[src/rtl/gdda_pkg.sv]
// ---------------------------------------------------------------------------
// gdda_pkg: shared types and constants for the grid ray caster
// Sequencer states, opcodes, register indexes and the divider request.
// ---------------------------------------------------------------------------
package gdda_pkg;

   localparam int CAM_W  = 26;   // signed Q.14 camera offset
   localparam int R_W    = 29;   // signed Q.14 ray component
   localparam int DVS_W  = 29;   // unsigned divisor
   localparam int DIV_W  = 32;   // dividend / quotient

   localparam logic OP_WRITE = 1'b0;
   localparam logic OP_CAST  = 1'b1;

   localparam logic [2:0] CSR_POS_X   = 3'd0;
   localparam logic [2:0] CSR_POS_Y   = 3'd1;
   localparam logic [2:0] CSR_DIR_X   = 3'd2;
   localparam logic [2:0] CSR_DIR_Y   = 3'd3;
   localparam logic [2:0] CSR_PLANE_X = 3'd4;
   localparam logic [2:0] CSR_PLANE_Y = 3'd5;

   typedef enum logic [3:0] {
      S_CLEAR,
      S_IDLE,
      S_CAM,
      S_RAY_X,
      S_RAY_Y,
      S_DIV_X,
      S_DIV_Y,
      S_SIDE_X,
      S_SIDE_Y,
      S_STEP,
      S_CHECK,
      S_DONE
   } state_type;

   typedef struct packed {
      logic              start;
      logic [DIV_W-1:0]  dividend;
      logic [DVS_W-1:0]  divisor;
   } div_req_type;

endpackage

[src/rtl/gdda_div.sv]
// ---------------------------------------------------------------------------
// gdda_div: restoring divider, one quotient bit per cycle
// Unsigned 32-bit dividend by 29-bit divisor; done pulses with the quotient.
// ---------------------------------------------------------------------------
module gdda_div (
   input  logic                      clock,
   input  logic                      reset,
   input  gdda_pkg::div_req_type     div_req,
   output logic                      div_done,
   output logic [gdda_pkg::DIV_W-1:0] div_quo
);

   logic                         busy_ff, busy_in;
   logic                         done_ff, done_in;
   logic [4:0]                   cnt_ff, cnt_in;
   logic [gdda_pkg::DVS_W-1:0]   rem_ff, rem_in;
   logic [gdda_pkg::DIV_W-1:0]   quo_ff, quo_in;
   logic [gdda_pkg::DVS_W-1:0]   dvs_ff, dvs_in;
   logic [gdda_pkg::DVS_W:0]     trial;
   logic                         ge;

   always_comb begin
      trial   = {rem_ff, quo_ff[gdda_pkg::DIV_W-1]};
      ge      = trial >= {1'b0, dvs_ff};
      busy_in = busy_ff;
      done_in = 1'b0;
      cnt_in  = cnt_ff;
      rem_in  = rem_ff;
      quo_in  = quo_ff;
      dvs_in  = dvs_ff;
      if (div_req.start) begin
         busy_in = 1'b1;
         cnt_in  = '0;
         rem_in  = '0;
         quo_in  = div_req.dividend;
         dvs_in  = div_req.divisor;
      end else if (busy_ff) begin
         rem_in = ge ? gdda_pkg::DVS_W'(trial - {1'b0, dvs_ff})
                     : trial[gdda_pkg::DVS_W-1:0];
         quo_in = {quo_ff[gdda_pkg::DIV_W-2:0], ge};
         cnt_in = cnt_ff + 5'd1;
         if (&cnt_ff) begin
            busy_in = 1'b0;
            done_in = 1'b1;
         end
      end
   end

   always_ff @(posedge clock) begin
      if (reset) begin
         busy_ff <= 1'b0;
         done_ff <= 1'b0;
         cnt_ff  <= '0;
      end else begin
         busy_ff <= busy_in;
         done_ff <= done_in;
         cnt_ff  <= cnt_in;
      end
      rem_ff <= rem_in;
      quo_ff <= quo_in;
      dvs_ff <= dvs_in;
   end

   assign div_done = done_ff;
   assign div_quo  = quo_ff;

endmodule

[config.mk]
export PLATFORM = sky130hd
export DESIGN_NAME = gdda_div
export DESIGN_NICKNAME = d
export VERILOG_FILES = /design/src/rtl/gdda_pkg.sv /design/src/rtl/gdda_div.sv
export SDC_FILE = /design/constraint.sdc
export NUM_CORES = 1
export LEC_CHECK = 0
export BUFFER_PORTS_ARGS = -buffer_cell sky130_fd_sc_hd__buf_2
export CORE_MARGIN = 3
export CORE_UTILIZATION = 35
export CTS_CLUSTER_DIAMETER = 30
export DETAILED_ROUTE_END_ITERATION = 6
export PLACE_DENSITY_LB_ADDON = 0.1
export RECOVER_POWER = 100
export SETUP_SLACK_MARGIN = 0.3
export SLEW_MARGIN = 10
export SYNTH_ARGS = -nofsm -noshare
export SYNTH_HDL_FRONTEND = slang
export SYNTH_SLANG_ARGS = --single-unit
[constraint.sdc]
create_clock -name clock -period 6.91 [get_ports clock]
set_input_delay 0.3455 -clock clock [delete_from_list [all_inputs] [get_ports clock]]
set_output_delay 0.3455 -clock clock [all_outputs]
set_load 0.02 [all_outputs]
==> results of run 1 <==
metal layers:
layer | GRT usage, % | vias up | routed length [um]
li1 | - | 2093 | -
met5 | 0 | - | 0
met1 | 19.18 | 2016 | 5964
met4 | 3.501 | 0 | 121
met3 | 4.237 | 11 | 565
met2 | 23.41 | 78 | 5810
per-stage QoR:
stage / total power, mW / hold WS (ns) / setup WS [ns] / util [%]
4_1_cts: 1.588 / 0.1418 / 3.531 / 42.03
3_3_place_gp: 1.083 / 0.4440 / 3.657 / 40.12
6_report: 1.556 / 0.1591 / 2.646 / 41.44
5_1_grt: 1.646 / 0.1345 / 2.351 / 41.44
2_1_floorplan: 0.9920 / 0.4179 / 3.877 / -
3_5_place_dp: 1.085 / 0.4688 / 3.550 / 40.12
cell usage in the layout, fill, tap and decap left out, types with 4 or more instances in the layout:
master | netlist | final
a211oi_1 | 16 | 16
a21o_1 | 13 | 13
a21oi_1 | 33 | 34
a311oi_2 | 5 | 4
a31oi_1 | 7 | 7
and3_1 | 4 | 4
buf_2 | 6 | 62
clkbuf_1 | 14 | 37
clkbuf_16 | 0 | 9
dfxtp_1 | 36 | 36
edfxtp_1 | 61 | 61
ha_1 | 31 | 31
inv_1 | 36 | 36
inv_6 | 0 | 5
mux2_2 | 32 | 32
mux2i_1 | 17 | 17
nand2_1 | 36 | 36
nand2b_1 | 5 | 5
nand3_1 | 14 | 14
nand4_1 | 7 | 9
nor2_1 | 37 | 37
nor3_1 | 8 | 8
o21a_1 | 4 | 4
o21ai_0 | 15 | 15
o21bai_1 | 7 | 7
xnor2_1 | 15 | 15
xor2_1 | 11 | 11
kinds of logic (layout without fill, tap and decap cells):
| family | Yosys count | count (layout) |
|---|---|---|
| xor+xnor | 26 | 26 |
| mux | 49 | 49 |
| flops | 97 | 97 |
| buf+inv | 63 | 153 |
| compound gates | 125 | 125 |
| simple gates | 131 | 131 |
| fa+ha+maj | 32 | 32 |
worst paths after layout:
kind / end / slack (ns) / cells past startpoint
worst min-delay path: dvs_ff[7] / 0.16 / 1
worst max-delay path: div_quo[0] / 2.65 / 12
worst max register to register: div_quo[0] / 2.65 / 12
worst min register to register: rem_ff[28] / 0.48 / 1
worst max-delay path, delay by kind of cell, from the launching register on:
family / cells / cell delay (ns)
AOI/OAI and AO/OA: 4 / 1.20
buffers and inverters: 3 / 0.86
muxes: 1 / 0.59
adders and majority gates: 2 / 0.57
DFF: 1 / 0.42
and+or+nand+nor: 2 / 0.37
synth_stat cells (14+ instances only):
cell and count:
a21oi_1 33, ha_1 31, dfxtp_1 36, nand2_1 36, xnor2_1 15, nor2_1 37, inv_1 36, clkbuf_1 14
mux2i_1 17, mux2_2 32, o21ai_0 15, nand3_1 14, edfxtp_1 61, a211oi_1 16
flip-flops by register name, indices dropped and copies added (netlist names):
register and flops:
busy_ff 1, cnt_ff 5, div_done 1, div_quo 32
dvs_ff 29, rem_ff 29
power by group through the flow:
stage / clock, mW / sequential [mW] / combinational [mW]
CTS: 0.513 / 0.698 / 0.377
detailed placement: 0 / 0.710 / 0.375
global route: 0.532 / 0.705 / 0.409
global placement: 0 / 0.709 / 0.374
floorplan: 0 / 0.730 / 0.262
finish: 0.493 / 0.698 / 0.365
layout make-up:
class	instances	area (um2)	share of cell area, %
Multi-Input combinational cell	363	2661	41.78
Inverter	36	135.1	2.121
Timing Repair Buffer	101	464.2	7.287
Clock buffer	9	225.2	3.536
Tap cell	211	264.0	4.145
Clock inverter	7	67.56	1.061
Sequential cell	97	2552	40.07
==> flow_metrics.env, run 1 <==
export IMPL_status="finished with violations"
export IMPL_violations="capacitance limit, slew limit"
export IMPL_vias_per_cell=5.095
export IMPL_synthSimpleGateAreaFrac_pct=11.70
export IMPL_dp_hpwl_um=8785
export IMPL_synth_avg_cell_area_um2=10.60
export IMPL_synth_warnings=0
export IMPL_crit_chain="inv_1, ha_1, inv_1, fa_1, a21o_1, a221oi_1, o211ai_1, nand4_1, nand4_1, a21o_1, clkbuf_1, mux2_2"
export IMPL_synth_top_cell_area_share_pct=33.05
export IMPL_drc=0
export IMPL_synth_seq_cells=97
export IMPL_crit_type="flop to flop"
export IMPL_yosys_area_top_type="edfxtp_1"
export IMPL_worstPathArrival_ns=4.37
export IMPL_netlist_instances=523
export IMPL_antenna_found_initial=0
export IMPL_yosysUniqueCellTypes=60
export IMPL_first_iter_violations=172
export IMPL_die_y_um=131.8
export IMPL_clkTransAtPathRegs_ns=0.08
export IMPL_rows=45
export IMPL_synth_seq_area_share_pct=46.06
export IMPL_syn_area_um2=5542
export IMPL_drive_gt1_share_pct=20.07
export IMPL_finalNetCount=704
export IMPL_synth_mux_area_share_pct=9.573
export IMPL_power_frac_clock_pct=31.7
export IMPL_clock_sinks=97
export IMPL_grt_pass1_vias=4275
export IMPL_setup_violations_final=0
export IMPL_crit_slowest_cell="clkbuf_1"
export IMPL_cp_slowest_stage_delay_ns=0.73
export IMPL_finalInstanceArea_um2=6370
export IMPL_syn_nets=619
export IMPL_n_fill_cell=1558
export IMPL_drt_pass1_iter_count=5
export IMPL_hold_buffers=0
export IMPL_p_switching_mw=0.4829
export IMPL_root_buffer="clkbuf_16"
export IMPL_synth_fa_ha_area_share_pct=7.361
export IMPL_worstPathRequired_ns=7.02
export IMPL_worstMarginPinSlew_ns=1.905
export IMPL_cts_resized_gates=0
export IMPL_start_util_pct=36.05
export IMPL_port_buffers=96
export IMPL_critPathMaxFanout=26
export IMPL_synth_compound_area_share_pct=15.90
export IMPL_ant_nets=0
export IMPL_switching_share_pct=31.03
export IMPL_grt_max_degree=70
export IMPL_netlist_top_cells_area="edfxtp_1 (33%), dfxtp_1 (13%), ha_1 (7.0%)"
export IMPL_finalSetupTns_ns=0
export IMPL_post_cts_setup_buffers=0
export IMPL_synth_top_family_by_area="compound AO/OA/AOI/OAI gates"
export IMPL_area_delta_synth_final_pct=14.95
export IMPL_timing_fmax_mhz=234.5
export IMPL_p_int_mw=1.073
export IMPL_async_reset_ff_share_pct=0
export IMPL_grt_pass1_wl_um=20860
export IMPL_leakage_nw=2.588
export IMPL_die_x_um=131.8
export IMPL_numPlacedInstances=808
export IMPL_hold_viol=0
export IMPL_endpoint_kind="flop"
export IMPL_cts_htree_levels=3
export IMPL_cts_buffer_depth=2
export IMPL_num_io_pins=97
export IMPL_core_um2=15370
export IMPL_hold_path_class="input pin to flop"
export IMPL_wirelength_um=12460
export IMPL_maxCapViolations=2
export IMPL_antenna_cells=0
export IMPL_die_area_um2=17380
export IMPL_power_density_nw_per_um2=244.3
export IMPL_slew_headroom_pct=-27.03
export IMPL_drv_slew=60
export IMPL_min_from="div_req[7]"
export IMPL_stdcell_count=824
export IMPL_rsz0062_at_grt="false"
export IMPL_pwr_share_seq_pct=44.9
export IMPL_wl_per_cell_um=15.12
export IMPL_gp_congestion=0.8359
export IMPL_crit_path_start_kind="flop"
export IMPL_synth_xor_area_share_pct=4.109
export IMPL_global_route_usage_total_pct=14.47
export IMPL_startpoint="div_quo[31]"
export IMPL_synth_top_flop_cell="edfxtp_1"
export IMPL_period_needed_ns=4.264
export IMPL_num_vias=4198
export IMPL_peakVddDrop_v=0.0001215
export IMPL_finalClockSkew_ns=0.01465
export IMPL_grt_overflow=0
export IMPL_r2r_start="div_quo[31]"
export IMPL_numCtsBuffers=9
export IMPL_cts_tree="built"
export IMPL_clkLatencyLatePin_ns=0.36
export IMPL_combPwrFrac_pct=23.4
export IMPL_placed_area_um2=6167
export IMPL_finalCritPeriodShare_pct=61.71
export IMPL_synth_edf_count=61
(Power assumes the default switching activity.)
==> inputs of run 2 (changes only) <==
--- a/config.mk
+++ b/config.mk
@@ -5,6 +5,7 @@
 export SDC_FILE = /design/constraint.sdc
 export NUM_CORES = 1
 export LEC_CHECK = 0
+export ABC_AREA = 1
 export BUFFER_PORTS_ARGS = -buffer_cell sky130_fd_sc_hd__buf_2
 export CORE_MARGIN = 3
 export CORE_UTILIZATION = 35
==> constraint.sdc (replaced) <==
create_clock -name clock -period 3.8 [get_ports clock]
set_input_delay 0.19 -clock clock [delete_from_list [all_inputs] [get_ports clock]]
set_output_delay 0.19 -clock clock [all_outputs]
set_load 0.02 [all_outputs]
==> flow_metrics.env, run 2 <==
export IMPL_crit_type="flop to flop"
export IMPL_endpoint_kind="flop"
export IMPL_finalSetupTns_ns=0
export IMPL_period_needed_ns=2.968
export IMPL_syn_area_um2=6097
export IMPL_maxCapViolations=0
export IMPL_synth_seq_area_share_pct=41.86
export IMPL_grt_max_degree=49
export IMPL_p_int_mw=1.788
export IMPL_clkLatencyLatePin_ns=0.36
export IMPL_cts_htree_levels=3
export IMPL_worst_path_dominant_cell_family="simple AND/OR/NAND/NOR gates"
export IMPL_slew_headroom_pct=23.28
export IMPL_cts_buffer_depth=2
export IMPL_r2r_start="div_quo[31]"
export IMPL_hold_path_class="input pin to flop"
export IMPL_worst_path_buf_inv=3
export IMPL_mostFrequentLayoutCell="nand2_1"
export IMPL_drv_slew=0
export IMPL_placed_area_um2=6802
export IMPL_vias_per_cell=4.515
export IMPL_critPathMaxFanout=45
export IMPL_rsz0062_at_grt="false"
export IMPL_start_util_pct=36.25
export IMPL_drive_gt1_share_pct=8.786
export IMPL_antenna_cells=0
export IMPL_synth_seq_cells=97
export IMPL_netlist_top_cells_area="edfxtp_1 (30%), nand2_1 (23%), dfxtp_1 (12%)"
export IMPL_num_vias=5567
export IMPL_async_reset_ff_share_pct=0
export IMPL_hold_viol=0
export IMPL_peakVddDrop_v=0.0002027
export IMPL_num_io_pins=97
export IMPL_antenna_found_initial=0
export IMPL_r2r_slack_ns=0.83
export IMPL_cp_endpoint="rem_ff[15]"
export IMPL_grt_pass1_vias=5292
export IMPL_synth_avg_cell_area_um2=6.897
export IMPL_first_iter_violations=328
export IMPL_startpoint="div_quo[31]"
export IMPL_finalNetCount=1104
export IMPL_wirelength_um=15810
export IMPL_finalCritPeriodShare_pct=78.12
export IMPL_setup_violations_final=0
export IMPL_cp_slowest_stage_delay_ns=0.43
export IMPL_synth_warnings=0
export IMPL_rows=47
export IMPL_worstMarginPinSlew_ns=1.151
export IMPL_worstPathArrival_ns=3.23
export IMPL_grt_pass1_wl_um=25630
export IMPL_power_density_nw_per_um2=341.1
export IMPL_syn_nets=980
export IMPL_status="completed"
export IMPL_synth_top_cell_area_share_pct=30.04
export IMPL_drc=0
export IMPL_crit_path_start_kind="flop"
export IMPL_netlist_instances=884
export IMPL_global_route_usage_total_pct=17.20
export IMPL_hold_buffers=26
export IMPL_gp_congestion=0.9478
export IMPL_crit_slowest_cell="buf_4"
export IMPL_port_buffers=96
export IMPL_path_depth=15
export IMPL_switching_share_pct=28.56
export IMPL_die_area_um2=19040
export IMPL_dp_hpwl_um=12050
export IMPL_p_switching_mw=0.7147
export IMPL_area_delta_synth_final_pct=20.34
export IMPL_crit_chain="inv_1, ha_1, inv_1, fa_1, nand3_1, nand3_1, nand2_1, nand2_1, nand2_1, nand3_1, buf_4, nor2_1, nor2_1, nand2_1, nand2_1"
export IMPL_drt_pass1_iter_count=7
export IMPL_root_buffer="clkbuf_16"
export IMPL_clkTransAtPathRegs_ns=0.07
export IMPL_pre_cts_slack_ns=1.047
export IMPL_combPwrFrac_pct=14.1
export IMPL_die_x_um=138.0
export IMPL_timing_fmax_mhz=336.9
export IMPL_cp_common_cell="nand2_1"
export IMPL_numCtsBuffers=9
export IMPL_yosysMostFrequentCell="nand2_1"
export IMPL_worstPathRequired_ns=4.06
export IMPL_yosys_area_top_type="edfxtp_1"
export IMPL_wl_per_cell_um=12.82
export IMPL_finalClockSkew_ns=0.01245
export IMPL_clock_sinks=97
export IMPL_finalInstanceArea_um2=7337
export IMPL_pwr_share_seq_pct=48.9
export IMPL_fin_total_pwr_mw=2.503
export IMPL_reg2regPathDepth=15
export IMPL_ant_nets=0
export IMPL_post_cts_setup_buffers=0
export IMPL_yosysUniqueCellTypes=32
export IMPL_final_cell_mix="nand2_1 (378), inv_1 (130), nor2_1 (92), buf_2 (62), edfxtp_1 (61)"
export IMPL_core_um2=16820
export IMPL_largest_reg_flops=32
export IMPL_final_util_pct=43.62
export IMPL_synth_edf_count=61
export IMPL_leakage_nw=3.696
export IMPL_hold_path_depth=2
export IMPL_yosys_top_cells_count="nand2_1 (378), inv_1 (130), nor2_1 (92)"
export IMPL_die_y_um=138.0
export IMPL_grt_overflow=0
export IMPL_cts_resized_gates=0
export IMPL_synth_top_flop_cell="edfxtp_1"
export IMPL_setup_slack_ns=0.8315
export IMPL_cts_tree="built"
export IMPL_power_frac_clock_pct=37.0
export IMPL_reg2reg_to="rem_ff[15]"
## run 2: final cells by class
type,instances,area (um2)
clock buffers,9,225.2
clock inverters,7,81.33
fillers,1870,9482
inverters,132,495.5
multi-input cells,637,2945
flip-flops and latches,97,2552
well taps,220,275.3
repair buffers,131,762.0
## run 2: worst min-delay path by stage
stage	to	slack, ns	startpoint
floorplan	div_done	0.27	reset
global placement	dvs_ff[2]	0.37	div_req[2]
detailed placement	dvs_ff[3]	0.37	div_req[3]
CTS	dvs_ff[6]	0.0008	div_req[6]
global route	busy_ff	0.03	reset
finish	div_done	0.03	reset
## run 2: cell families (layout without fill, tap and decap cells)
kind of cell | Yosys count | count (layout) | synth area share [%]
buf+inv | 150 | 279 | 9.747
compound gates | 41 | 41 | 3.612
flops | 97 | 97 | 41.86
fa+ha+maj | 32 | 32 | 6.690
xor+xnor | 13 | 13 | 1.867
simple gates | 551 | 551 | 36.22
## run 2: stage by stage
step	hold WS, ns	std cells
3_5_place_dp	0.3681	1188
6_report	0.03023	1233
3_3_place_gp	0.3667	1188
4_1_cts	0.0008065	1230
2_1_floorplan	0.2661	884
5_1_grt	0.03450	1233
## run 2: power by group through the flow
| stage | combinational [mW] | sequential, mW | clock [mW] |
|---|---|---|---|
| finish | 0.353 | 1.22 | 0.927 |
| global route | 0.399 | 1.23 | 1.01 |
| CTS | 0.369 | 1.22 | 0.965 |
| detailed placement | 0.346 | 1.25 | 0 |
| global placement | 0.348 | 1.24 | 0 |
| floorplan | 0.173 | 1.29 | 0 |
## run 2: layer usage
| metal | vias to the layer above | share of wire (%) | GRT usage (%) | wire length (um) |
|---|---|---|---|---|
| li1 | 2996 | - | - | - |
| met1 | 2486 | 50 | 23.76 | 7900 |
| met2 | 72 | 45 | 27.03 | 7147 |
| met3 | 13 | 3.3 | 3.556 | 519 |
| met4 | 0 | 1.5 | 5.488 | 240 |
| met5 | - | 0 | 0 | 0 |
==> inputs of run 3 (changes only) <==
--- a/config.mk
+++ b/config.mk
@@ -5,7 +5,7 @@
 export SDC_FILE = /design/constraint.sdc
 export NUM_CORES = 1
 export LEC_CHECK = 0
-export ABC_AREA = 1
+export ABC_AREA = 0
 export BUFFER_PORTS_ARGS = -buffer_cell sky130_fd_sc_hd__buf_2
 export CORE_MARGIN = 3
 export CORE_UTILIZATION = 35
==> constraint.sdc (replaced) <==
create_clock -name clock -period 2.72 [get_ports clock]
set_input_delay 0.136 -clock clock [delete_from_list [all_inputs] [get_ports clock]]
set_output_delay 0.136 -clock clock [all_outputs]
set_load 0.02 [all_outputs]
==> flow_metrics.env, run 3 (synthesis results as in run 1) <==
export IMPL_status="finished with violations"
export IMPL_violations="setup timing"
export IMPL_cts_htree_levels=3
export IMPL_combPwrFrac_pct=26.7
export IMPL_wl_met2_um=6033
export IMPL_crit_path_start_kind="flop"
export IMPL_met1_length_um=6151
export IMPL_finalClockSkew_ns=0.008884
export IMPL_endpoint_kind="flop"
export IMPL_p_switching_mw=1.271
export IMPL_critPathMaxFanout=9
export IMPL_antenna_found_initial=0
export IMPL_vias_per_cell=4.954
export IMPL_grt_pass1_vias=4508
export IMPL_numCtsBuffers=9
export IMPL_num_io_pins=97
export IMPL_drv_slew=0
export IMPL_maxCapViolations=0
export IMPL_setup_violations_final=16
export IMPL_switching_share_pct=30.65
export IMPL_power_frac_clock_pct=30.6
export IMPL_first_iter_violations=246
export IMPL_stdcell_count=892
export IMPL_clkTransAtPathRegs_ns=0.07
export IMPL_gp_congestion=0.8536
export IMPL_antenna_cells=0
export IMPL_die_x_um=131.8
export IMPL_worstPathArrival_ns=3.05
export IMPL_wl_per_cell_um=14.57
export IMPL_finalNetCount=772
export IMPL_rows=45
export IMPL_num_vias=4419
export IMPL_clock_sinks=97
export IMPL_worstPathRequired_ns=2.99
export IMPL_power_density_nw_per_um2=585.4
export IMPL_leakage_nw=2.936
export IMPL_root_buffer="clkbuf_16"
export IMPL_port_buffers=96
export IMPL_p_int_mw=2.876
export IMPL_dr_wl_met3_um=593
export IMPL_crit_type="flop to flop"
export IMPL_grt_overflow=0
export IMPL_worstMarginPinSlew_ns=1.249
export IMPL_grt_max_degree=51
export IMPL_ant_nets=0
export IMPL_start_util_pct=36.05
export IMPL_timing_fmax_mhz=360.7
export IMPL_cts_buffer_depth=2
export IMPL_dp_hpwl_um=9657
export IMPL_die_y_um=131.8
export IMPL_routed_top_layer="met4"
export IMPL_drc=0
export IMPL_drt_pass1_iter_count=4
export IMPL_fin_total_pwr_mw=4.147
export IMPL_grt_pass1_wl_um=22380
export IMPL_area_delta_synth_final_pct=27.84
export IMPL_peakVddDrop_v=0.0003095
export IMPL_period_needed_ns=2.772
export IMPL_n_fill_cell=1467
export IMPL_hold_path_class="input pin to flop"
export IMPL_numPlacedInstances=842
export IMPL_final_cell_mix="edfxtp_1 (61), buf_2 (61), nor2_1 (37), clkbuf_1 (37), buf_4 (37)"
export IMPL_drive_gt1_share_pct=26.28
export IMPL_finalCritPeriodShare_pct=101.9
export IMPL_die_area_um2=17380
export IMPL_cts_tree="built"
export IMPL_global_route_usage_total_pct=15.70
export IMPL_clkLatencyLatePin_ns=0.35
export IMPL_wirelength_um=13000
export IMPL_core_um2=15370
export IMPL_pwr_share_seq_pct=42.8
export IMPL_rsz0062_at_grt="true"
export IMPL_hold_viol=0
export IMPL_slew_headroom_pct=16.75
export IMPL_largest_reg_flops=32
export IMPL_setup_slack_ns=-0.05225
## run 3: cell types whose count changed in the layout (fill, tap and decap cells not counted), moves of 11 or more
| cell | delta |
|---|---|
| nor2_1 | -55 |
| inv_1 | -94 |
| a21o_1 | +11 |
| nand2_1 | -343 |
| nand3_1 | -38 |
| mux2_2 | +32 |
| buf_4 | +35 |
| a211oi_1 | +12 |
| mux2i_1 | +17 |
## run 3: final cells by class
type,count,area (um2),area share (%)
multi-input cells,363,2760,38.96
flip-flops and latches,97,2552,36.03
repair buffers,169,1079,15.22
well taps,211,264.0,3.727
clock buffers,10,239.0,3.373
inverters,36,135.1,1.907
clock inverters,6,55.05,0.7771
## run 3: final timing paths
kind                    start          to  slack (ns)  cells after the start
setup / recovery  div_quo[31]   rem_ff[1]       -0.05                     13
hold / removal          reset     busy_ff        0.03                      2
setup reg to reg  div_quo[31]   rem_ff[1]       -0.05                     13
hold reg to reg    rem_ff[28]  rem_ff[28]        0.46                      1
## run 3: power groups by stage
| stage | Clock, mW | Combinational (mW) | Sequential, mW |
|---|---|---|---|
| after floorplan | 0 | 0.670 | 1.86 |
| after global placement | 0 | 1.05 | 1.80 |
| after detailed placement | 0 | 1.05 | 1.80 |
| after CTS | 1.33 | 1.12 | 1.77 |
| after global routing | 1.40 | 1.23 | 1.79 |
| final | 1.27 | 1.11 | 1.77 |
## run 3: through the flow
stage / hold slack [ns] / setup WS [ns] / utilization (%) / cell area, um2 / setup TNS [ns]
global placement: 0.3120 / -0.03586 / 41.95 / 6449 / -0.4259
floorplan: 0.2084 / -0.2200 / - / 5555 / -1.557
global route: 0.02566 / -0.2614 / 46.09 / 7084 / -5.320
CTS: 0.01659 / -0.06709 / 46.28 / 7113 / -0.6281
detailed placement: 0.3142 / -0.1542 / 41.95 / 6449 / -1.607
finish: 0.03444 / -0.05225 / 46.09 / 7084 / -0.4942
## run 3: per-layer routing
layer	global-route usage [%]	vias to the layer above
li1	-	2228
met1	21.07	2070
met2	24.96	103
met3	4.008	18
met4	4.959	0
met5	0	-
## run 3: critical path, cell delays in order, from the launching register on
cell	delay, ns
edfxtp_1	0.40
inv_1	0.08
ha_2	0.17
inv_1	0.05
fa_2	0.34
a21o_1	0.20
a221oi_4	0.26
o211ai_2	0.14
nand4_2	0.15
nand4_2	0.11
a21o_4	0.28
buf_8	0.15
mux2i_1	0.13
a211oi_1	0.23
## run 3: what timing repair did
action	4_1_cts	5_1_grt
buffers inserted	3	2
endpoints found under the hold margin	29	0
setup endpoints to repair	30	30
hold buffers	29	0
gates resized for setup	12	3
pin swaps	10	4
